File: src/sctc_pkg.sv
// ----------------------------------------------------------------------------
// sctc_pkg
// Shared types, codes and the frame CRC for the SPI command transaction
// checker.
// ----------------------------------------------------------------------------
package sctc_pkg;

	localparam int FRAME_BYTES = 7;
	localparam int FRAME_BITS  = 8 * FRAME_BYTES;
	localparam int CRC_LSB     = 8 * (FRAME_BYTES - 1);
	localparam int ID_LSB      = 8 * (FRAME_BYTES - 2);

	localparam logic [7:0] CRC_POLY = 8'h8C;
	localparam logic [7:0] CRC_PAD  = 8'h3A;
	localparam logic [7:0] CMD_POLL = 8'h00;

	localparam logic [3:0] MAX_RETRIES_RST = 4'd5;
	localparam logic [5:0] MAX_POLLS_RST   = 6'd50;

	localparam int CFG_AW = 2;
	localparam int CFG_DW = 6;

	typedef enum logic [CFG_AW-1:0] {
		REG_MAX_RETRIES = 2'd0,
		REG_MAX_POLLS   = 2'd1
	} reg_idx_t;

	typedef enum logic [2:0] {
		K_REQ  = 3'd0,
		K_POLL = 3'd1,
		K_OK   = 3'd2,
		K_FAIL = 3'd3,
		K_IGN  = 3'd4
	} kind_t;

	typedef enum logic [2:0] {
		PH_IDLE = 3'b001,
		PH_ECHO = 3'b010,
		PH_POLL = 3'b100
	} phase_t;

	typedef struct packed {
		logic                  action;
		logic [7:0]            command;
		logic [31:0]           payload;
		logic [7:0]            trx_id;
		logic [FRAME_BITS-1:0] rx_frame;
	} item_t;

	typedef struct packed {
		kind_t                 kind;
		logic [FRAME_BITS-1:0] tx_frame;
		logic [31:0]           ret_data;
	} result_t;

	typedef struct packed {
		logic              wr_en;
		logic [CFG_AW-1:0] addr;
		logic [CFG_DW-1:0] wdata;
	} cfg_wr_t;

	typedef logic [FRAME_BITS-1:0][7:0] crc_cols_t;

	// contribution of each frame bit to the reflected CRC-8
	function automatic crc_cols_t crc_cols_f();
		crc_cols_t  cols;
		logic [7:0] c;
		logic       b;
		for (int k = 0; k < FRAME_BITS; k++) begin
			c = '0;
			for (int i = 0; i < FRAME_BITS; i++) begin
				b = c[0] ^ (i == k);
				c = c >> 1;
				if (b) begin
					c = c ^ CRC_POLY;
				end
			end
			cols[k] = c;
		end
		return cols;
	endfunction

	localparam crc_cols_t CRC_COLS = crc_cols_f();

	// CRC over the frame with the pad in the CRC byte
	function automatic logic [7:0] crc8_pad(logic [FRAME_BITS-1:0] frame);
		logic [FRAME_BITS-1:0] v;
		logic [7:0]            c;
		v = {CRC_PAD, frame[CRC_LSB-1:0]};
		c = '0;
		for (int k = 0; k < FRAME_BITS; k++) begin
			if (v[k]) begin
				c = c ^ CRC_COLS[k];
			end
		end
		return c;
	endfunction

endpackage

File: src/sctc_ctrl.sv
// ----------------------------------------------------------------------------
// sctc_ctrl
// Transaction state, configuration registers and the result of one beat.
// ----------------------------------------------------------------------------
module sctc_ctrl (
	input  logic             clk,
	input  logic             arst_n,
	input  sctc_pkg::cfg_wr_t cfg,
	input  logic             step,
	input  sctc_pkg::item_t  item,
	output sctc_pkg::result_t res
);
	import sctc_pkg::*;

	logic [3:0] max_retries_q;
	logic [5:0] max_polls_q;
	phase_t     phase_q;
	logic [7:0] held_command_q;
	logic [31:0] held_payload_q;
	logic [7:0] held_id_q;
	logic [7:0] request_crc_q;
	logic [5:0] poll_count_q;
	logic [3:0] attempt_count_q;

	phase_t     phase_d;
	logic [5:0] poll_count_d;
	logic [3:0] attempt_count_d;
	logic       load;

	logic [FRAME_BITS-1:0] crc_in;
	logic [7:0]            crc_val;
	logic [7:0]            rx_id;
	logic [7:0]            rx_crc;
	logic [4:0]            attempt_next;
	logic [FRAME_BITS-1:0] poll_frame;
	logic [FRAME_BITS-1:0] resend_frame;

	always_ff @(posedge clk or negedge arst_n) begin
		if (!arst_n) begin
			max_retries_q <= MAX_RETRIES_RST;
			max_polls_q   <= MAX_POLLS_RST;
		end else if (cfg.wr_en) begin
			unique case (cfg.addr)
				REG_MAX_RETRIES: max_retries_q <= cfg.wdata[3:0];
				REG_MAX_POLLS:   max_polls_q   <= cfg.wdata[5:0];
				default: ;
			endcase
		end
	end

	assign crc_in = item.action ? item.rx_frame
	                            : {8'h00, item.trx_id, item.payload, item.command};
	assign crc_val      = crc8_pad(crc_in);
	assign rx_id        = item.rx_frame[ID_LSB +: 8];
	assign rx_crc       = item.rx_frame[CRC_LSB +: 8];
	assign attempt_next = {1'b0, attempt_count_q} + 5'd1;
	assign poll_frame   = {request_crc_q, held_id_q, held_payload_q, CMD_POLL};
	assign resend_frame = {request_crc_q, held_id_q, held_payload_q, held_command_q};

	always_comb begin
		phase_d         = phase_q;
		poll_count_d    = poll_count_q;
		attempt_count_d = attempt_count_q;
		load            = 1'b0;
		res.kind        = K_IGN;
		res.tx_frame    = '0;
		res.ret_data    = '0;
		if (!item.action) begin
			load            = 1'b1;
			phase_d         = PH_ECHO;
			poll_count_d    = '0;
			attempt_count_d = '0;
			res.kind        = K_REQ;
			res.tx_frame    = {crc_val, item.trx_id, item.payload, item.command};
		end else begin
			unique case (phase_q)
				PH_ECHO: begin
					phase_d      = PH_POLL;
					poll_count_d = 6'd1;
					res.kind     = K_POLL;
					res.tx_frame = poll_frame;
				end
				PH_POLL: begin
					if (rx_id == held_id_q && rx_crc == crc_val) begin
						phase_d      = PH_IDLE;
						res.kind     = K_OK;
						res.ret_data = item.rx_frame[39:8];
					end else if (poll_count_q < max_polls_q) begin
						poll_count_d = poll_count_q + 6'd1;
						res.kind     = K_POLL;
						res.tx_frame = poll_frame;
					end else if (attempt_next < {1'b0, max_retries_q}) begin
						attempt_count_d = attempt_next[3:0];
						poll_count_d    = '0;
						phase_d         = PH_ECHO;
						res.kind        = K_REQ;
						res.tx_frame    = resend_frame;
					end else begin
						phase_d  = PH_IDLE;
						res.kind = K_FAIL;
					end
				end
				default: begin
					res.kind = K_IGN;
				end
			endcase
		end
	end

	always_ff @(posedge clk or negedge arst_n) begin
		if (!arst_n) begin
			phase_q         <= PH_IDLE;
			poll_count_q    <= '0;
			attempt_count_q <= '0;
		end else if (step) begin
			phase_q         <= phase_d;
			poll_count_q    <= poll_count_d;
			attempt_count_q <= attempt_count_d;
		end
	end

	always_ff @(posedge clk) begin
		if (step && load) begin
			held_command_q <= item.command;
			held_payload_q <= item.payload;
			held_id_q      <= item.trx_id;
			request_crc_q  <= crc_val;
		end
	end

endmodule

File: src/spi_command_transaction_checker_core.sv
// ----------------------------------------------------------------------------
// spi_command_transaction_checker_core
// Master side of a seven-byte SPI command exchange: builds request and poll
// frames, checks responses and reports success or failure.
// ----------------------------------------------------------------------------
//  channel | signals                                     | beat
//  --------+---------------------------------------------+------------------
//  in      | in_valid in_ready action command payload    | one start or one
//          | trx_id rx_frame                             | received frame
//  out     | out_valid out_ready kind tx_frame ret_data  | one result
//  cfg     | cfg_wr_en cfg_addr cfg_wdata                | one register write
//
// One beat per cycle sustained while the output is not stalled.
// The input register feeds the CRC and sequencing logic, which loads the
// output register. The input side keeps taking beats while the output holds
// a result, as long as that result moves on in the same cycle.
// Reset clears the transaction state and sets max_retries 5, max_polls 50.
// ----------------------------------------------------------------------------
module spi_command_transaction_checker_core (
	input  logic                               clk,
	input  logic                               arst_n,
	input  logic                               cfg_wr_en,
	input  logic [sctc_pkg::CFG_AW-1:0]        cfg_addr,
	input  logic [sctc_pkg::CFG_DW-1:0]        cfg_wdata,
	input  logic                               in_valid,
	output logic                               in_ready,
	input  logic                               action,
	input  logic [7:0]                         command,
	input  logic [31:0]                        payload,
	input  logic [7:0]                         trx_id,
	input  logic [sctc_pkg::FRAME_BITS-1:0]    rx_frame,
	output logic                               out_valid,
	input  logic                               out_ready,
	output logic [2:0]                         kind,
	output logic [sctc_pkg::FRAME_BITS-1:0]    tx_frame,
	output logic [31:0]                        ret_data
);
	import sctc_pkg::*;

	item_t   item_s1;
	logic    valid_s1;
	result_t res_q;
	logic    out_valid_q;
	result_t res;
	cfg_wr_t cfg;
	logic    advance;

	assign cfg.wr_en = cfg_wr_en;
	assign cfg.addr  = cfg_addr;
	assign cfg.wdata = cfg_wdata;

	assign advance  = valid_s1 && (!out_valid_q || out_ready);
	assign in_ready = !valid_s1 || advance;

	always_ff @(posedge clk or negedge arst_n) begin
		if (!arst_n) begin
			valid_s1 <= 1'b0;
		end else if (in_ready) begin
			valid_s1 <= in_valid;
		end
	end

	always_ff @(posedge clk) begin
		if (in_valid && in_ready) begin
			item_s1.action   <= action;
			item_s1.command  <= command;
			item_s1.payload  <= payload;
			item_s1.trx_id   <= trx_id;
			item_s1.rx_frame <= rx_frame;
		end
	end

	sctc_ctrl u_ctrl (
		.clk    (clk),
		.arst_n (arst_n),
		.cfg    (cfg),
		.step   (advance),
		.item   (item_s1),
		.res    (res)
	);

	always_ff @(posedge clk or negedge arst_n) begin
		if (!arst_n) begin
			out_valid_q <= 1'b0;
		end else if (!out_valid_q || out_ready) begin
			out_valid_q <= valid_s1;
		end
	end

	always_ff @(posedge clk) begin
		if (advance) begin
			res_q <= res;
		end
	end

	assign out_valid = out_valid_q;
	assign kind      = res_q.kind;
	assign tx_frame  = res_q.tx_frame;
	assign ret_data  = res_q.ret_data;

endmodule

File: config.mk
export PLATFORM = sky130hd
export DESIGN_NAME = spi_command_transaction_checker_core
export DESIGN_NICKNAME = d
export VERILOG_FILES = /design/src/sctc_pkg.sv /design/src/sctc_ctrl.sv /design/src/spi_command_transaction_checker_core.sv
export SDC_FILE = /design/constraint.sdc
export NUM_CORES = 1
export LEC_CHECK = 0
export ABC_AREA = 1
export BUFFER_PORTS_ARGS = -buffer_cell sky130_fd_sc_hd__buf_2
export CORE_ASPECT_RATIO = 0.75
export CORE_MARGIN = 10
export CORE_UTILIZATION = 40
export CTS_CLUSTER_SIZE = 16
export DETAILED_ROUTE_END_ITERATION = 12
export MAX_ROUTING_LAYER = met4
export PLACE_DENSITY = 0.62
export SYNTH_ARGS = -nofsm -noshare
export SYNTH_HDL_FRONTEND = slang
export SYNTH_SLANG_ARGS = --single-unit
File: constraint.sdc
create_clock -name clk -period 7.8 [get_ports clk]
set_input_delay 0.39 -clock clk [delete_from_list [all_inputs] [get_ports clk]]
set_output_delay 0.39 -clock clk [all_outputs]
set_load 0.03 [all_outputs]
**After elaboration in Yosys (flattened, before gate mapping)**

Index checks and enable logic that the tools add are counted.

- Add/sub/neg operators: 2
- Multipliers: 0
- Div/mod/pow operators: 0
- Order comparisons: 2
- Eq/ne operators: 13
- Shift operators: 0
- Mux-type cells: 73
- Bitwise logic cells: 51
- Reduce and logical (&&, ||, !) cells: 15

Operators with widths:

| cell | number |
|---|---|
| 8-bit 2-to-1 mux | 26 |
| 56-bit 2-to-1 mux | 3 |
| 5-bit inverter | 29 |
| 56-bit case mux with 2 select lines | 1 |
| 6-bit 2-to-1 mux | 12 |
| 7-bit 2-to-1 mux | 10 |
| 59-bit 2-to-1 mux | 1 |
| 3-bit inverter | 18 |
| 48-bit 2-to-1 mux | 1 |
| 4-bit 2-to-1 mux | 6 |
| 8-bit == test | 2 |
| 3-bit 2-to-1 mux | 5 |
| 7-bit inverter | 2 |
| 3-bit case mux with 2 select lines | 2 |
| 6-bit case mux with 2 select lines | 1 |
| 5-bit 2-to-1 mux | 2 |
| 4-bit inverter with 5-bit output | 2 |
| 6-bit by 1-bit adder with 6-bit output (second input constant) | 1 |
| 6-bit less-than comparator | 1 |
| 3-bit AND reduction | 2 |
| 4-bit by 1-bit adder with 5-bit output (second input constant) | 1 |
| 5-bit by 4-bit less-than comparator with 1-bit output | 1 |
| 5-bit AND reduction | 1 |
| 1-bit logical AND | 4 |
| other kinds (16) | 22 |

- Flip-flop bits (word level): 277
- Bits in latches: 0
- Memory bits (writable): 0
- Bits in read-only memories: 0
- Input port bits: 118
- Logic and storage cells: 175
- Memories: 0

**Logic depth before layout (Yosys ltp)**

- Depth in word-level cells: 105
- Gate-level depth with buffers: 27
- Gate-level depth less buffers: 26

**Modules after synthesis**

From an unflattened synthesis, not the netlist that was laid out.

- Cell total of the unflattened synthesis: 1,645
- Area total of the unflattened synthesis: 14,173.6 um^2

Modules (own cells, without submodules):

| module | instances | cells each | area each (um^2) | sequential area each (um^2) |
|---|---|---|---|---|
| sctc_ctrl | 1 | 1,437 | 8,192.9 | 2,264.7 |
| spi_command_transaction_checker_core | 1 | 208 | 5,980.7 | 5,935.7 |

**Worst setup path after synthesis**

Ideal clock, no wire load.

- Kind: register to register
- Start: reg item_s1[104] (netlist name)
- End: reg u_ctrl.held_command_q[0] (enable)
- Library setup time: 0.470 ns
- Data arrival time: 3.531 ns
- Data required time: 7.330 ns
- Setup slack: 3.799 ns
- Stages on the path, launching flop included: 6
- Path buffers: 4
- Path through: edfxtp_1 buf_6 buf_2 clkbuf_1 buf_1 nor2_1

- Longest elaborated chain between the ends: 2

Ends and longest elaborated chain:

| item | line | source |
|---|---|---|
| start, declared | spi_command_transaction_checker_core.sv:40 | `item_t item_s1;` |
| 1-bit 2-to-1 mux | sctc_ctrl.sv:68 | `if (!item.action) begin` |
| 1-bit logical AND | sctc_ctrl.sv:123 | `if (step && load) begin` |
| end signal, assigned | sctc_ctrl.sv:124 | `held_command_q <= item.command;` |
| end, declared | sctc_ctrl.sv:18 | `logic [7:0] held_command_q;` |

No other way between the ends.
A chain may end at the register's enable or synchronous reset.

==> out/results.txt <==
Synth area leaders: edfxtp_1 (55%), nand2_1 (15%), nand3_1 (5.4%)
Top Usage Layer GRT: met2
Vias: 11051
Final WS setup: 3.349 ns
PortBufs: 210
final WL: 39140 um
I/O pin count: 211
VDD IR max: 0.0001714 V
GRT overflow: 0
H-tree depth: 1
Post-Place Cell Area: 15260 um2
CTS tree: done
status: complete, no violations
data required time of the critical path: 8.16 ns
Hold Path Class: in2reg
startpoint types: flip-flop
Clock Tree Buf Depth: 3
CP arrival: 4.81 ns
register area share after synthesis: 59.72%
Antenna diodes: 0
met1 Use GR: 26.50%
largest area contributor in the netlist: edfxtp_1
RSZ-0062 raised after global routing: no
Global Route met2 Usage: 27.17%
Area Overhead vs Synth: 24.37%
die footprint: 42210 um2
largest net degree at the start of global routing: 149
Initial Utilization: 40.78%
Routed Antenna Nets: 0
layout cells sized above 1: 17.73%
clk root buf: clkbuf_16
worst-margin pin slew: 0.8436 ns
initial antenna violation count: 0
Num CTS Buffers: 29
Global Route Usage Sum: 18.61%
Slew Viols, Final: 0
Core ar.: 33670 um2
Clock Pin Slew Worst Setup and Hold Paths: 0.06 ns
post-route setup TNS: 0 ns
# rows: 58
Yosys Warn Count: 0
Max Freq: 224.7 MHz
asr flop ratio synth: 9.025%
# nets final: 1922
# setup viols final: 0
synthesized netlist cell count: 1496
via/cell ratio: 4.877
M3 GR Usage: 4.106%
Pre-antenna DRT Iters: 5
crit end category: flip-flop
vias in the first global route: 10594
DP HPWL: 27970 um
routed len/inst: 17.27 um
Mean Syn Cell Area: 9.178 um2
Setup Buffers After CTS: 0
design area: 17080 um2
placer congestion estimate: 0.9386
Final Hold Fails: 0
worst-path maximum fanout: 148
Synth Cell Area: 13730 um2
insertion delay to the later sink of the worst-skew pair: 0.57 ns
Clock Skew: 0.01736 ns
max-cap violation count: 0
first-pass GRT wire length: 59860 um
pre-CTS setup slack: 3.400 ns
kind of critical path: reg2reg
post-synth top area share: 55.11%
Cell Pwr Density: 280.8 nW/um2
# DRC: 0
Tcrit/Tclk final: 57.06%
number of clock sinks: 277
Die Height: 180.5 um
die width: 233.9 um
first-iteration detailed-routing DRC count: 960
Top FF cell, synth: edfxtp_1
post-synth net total: 1624
post-synthesis register bit count: 277
Cell variety after synth: 39
slew margin rel.: 43.76%
crit path time final: 4.451 ns
Post-synth EDFFs: 252
LEAKAGE: 0.008141 uW
## layout make-up
| class | instances | area, um2 |
|---|---|---|
| multi-input combinational | 990 | 4621 |
| sequential | 277 | 8200 |
| timing repair buffer | 296 | 1907 |
| tap | 450 | 563.0 |
| fill | 3114 | 16600 |
| inverter | 200 | 755.7 |
| clock buffer | 29 | 725.7 |
| clock inverter | 24 | 304.0 |
## per-stage QoR
stage	utilization (%)	total power, uW	std cells	hold slack (ns)
after global routing	50.71	5063	2266	0.0007874
after detailed placement	45.31	3288	2134	0.4326
final	50.71	4795	2266	0.01697
after floorplan	-	2905	1496	0.09441
after CTS	50.62	4832	2263	0.0006528
after global placement	45.31	3260	2134	0.4293
## final timing paths
| kind | slack, ns | cells past startpoint | from | endpoint |
|---|---|---|---|---|
| setup reg to reg | 3.35 | 20 | item_s1[104]$_DFFE_PP_ | tx_frame[44]$_DFFE_PP_ |
| hold reg to reg | 0.44 | 0 | item_s1[90]$_DFFE_PP_ | u_ctrl.held_payload_q[26]$_DFFE_PP_ |
| min in group asynchronous | 0.38 | 2 | arst_n | u_ctrl.phase_q[2]$_DFFE_PN0P_ |
| max in group asynchronous | 7.03 | 2 | arst_n | u_ctrl.attempt_count_q[2]$_DFFE_PN0P_ |
| hold / removal | 0.02 | 1 | rx_frame[29] | item_s1[29]$_DFFE_PP_ |
| setup / recovery | 3.35 | 20 | item_s1[104]$_DFFE_PP_ | tx_frame[44]$_DFFE_PP_ |
## layout by cell type, fill, tap and decap left out, types with 2 or more instances in the layout
cell type      synthesis  layout
a21o_1                 2       2
a21oi_1                6       6
buf_2                  7     210
buf_4                  5       6
bufinv_16              0       7
clkbuf_16              0      29
clkinv_1               0       4
clkinv_2               0       9
clkinv_4               0       2
dfrtp_1               19      19
dfstp_2                6       6
dlygate4sd3_1          0      79
edfxtp_1             252     252
ha_1                  10      10
inv_1                186     184
inv_2                 14      14
inv_4                  0       2
nand2_1              545     545
nand2_2               17      17
nand3_1              149     149
nand3b_1               8       8
nand4_1               15      15
nor2_1                99      98
nor2_2                 2       2
nor3_1                 3       3
o21ai_0               36      36
o21ai_1               15      15
o21ai_2                8       7
o21ai_4                1       2
o22ai_1                6       6
xnor2_1               32      32
xor2_1                25      25
## synth_stat cells (all sizes together), types with 3 or more instances
library cell / count
a21oi: 7
inv: 200
clkbuf: 8
nand4: 15
ha: 10
nor3: 3
dfrtp: 19
nand2: 563
nand3b: 8
xnor2: 32
edfxtp: 252
dfstp: 6
buf: 21
xor2: 25
nand3: 150
o21ai: 60
nor2: 101
o22ai: 7
## what timing repair did
item / CTS / global route
gates resized for setup: 0 / 0
hold buffers: 76 / 3
endpoints found under the hold margin: 94 / 3
setup endpoints to repair: 0 / 0
## flip-flops by register name (all words and copies together) (netlist names)
register / count
item_s1: 105
tx_frame: 56
ret_data: 32
u_ctrl.held_payload_q: 32
u_ctrl.held_command_q: 8
u_ctrl.held_id_q: 8
u_ctrl.request_crc_q: 8
u_ctrl.max_polls_q: 6
u_ctrl.poll_count_q: 6
u_ctrl.attempt_count_q: 4
u_ctrl.max_retries_q: 4
kind: 3
u_ctrl.phase_q: 3
out_valid: 1
valid_s1: 1
## worst max-delay path: stages (launching register included)
cell and delay [ns]:
edfxtp_1 0.41, buf_12 0.24, inv_2 0.09, buf_4 0.47
nand2_1 0.17, nand2_2 0.25, xor2_1 0.47, nand3_1 0.16
nand2_1 0.13, xor2_1 0.23, nand2_1 0.10, nand2_1 0.13
nand2_1 0.07, nand3_1 0.07, nor2_1 0.05, nand3_2 0.11
o22ai_2 0.12, o21ai_4 0.14, buf_4 0.52, nand3_1 0.14
o21ai_0 0.15
## cells by family after synthesis
family / count (synthesis) / synth area share (%)
fa+ha+maj: 10 / 0.9112
simple gates: 841 / 25.33
flops: 277 / 59.72
buf+inv: 229 / 6.734
xor+xnor: 57 / 3.636
compound gates: 82 / 3.663
## power by group
group          switching [uW]  leakage, uW  internal (uW)
registers                80.7      0.00274           1870
logic                     944      0.00489            400
clock network             593     0.000511            910
## routing by layer
metal,up-vias,part of all wire (%)
met5,-,0
met4,0,1.1
met3,33,8.4
met2,376,43
met1,5182,47
li1,5460,-
Note: power is estimated with default switching activity, not from simulation.
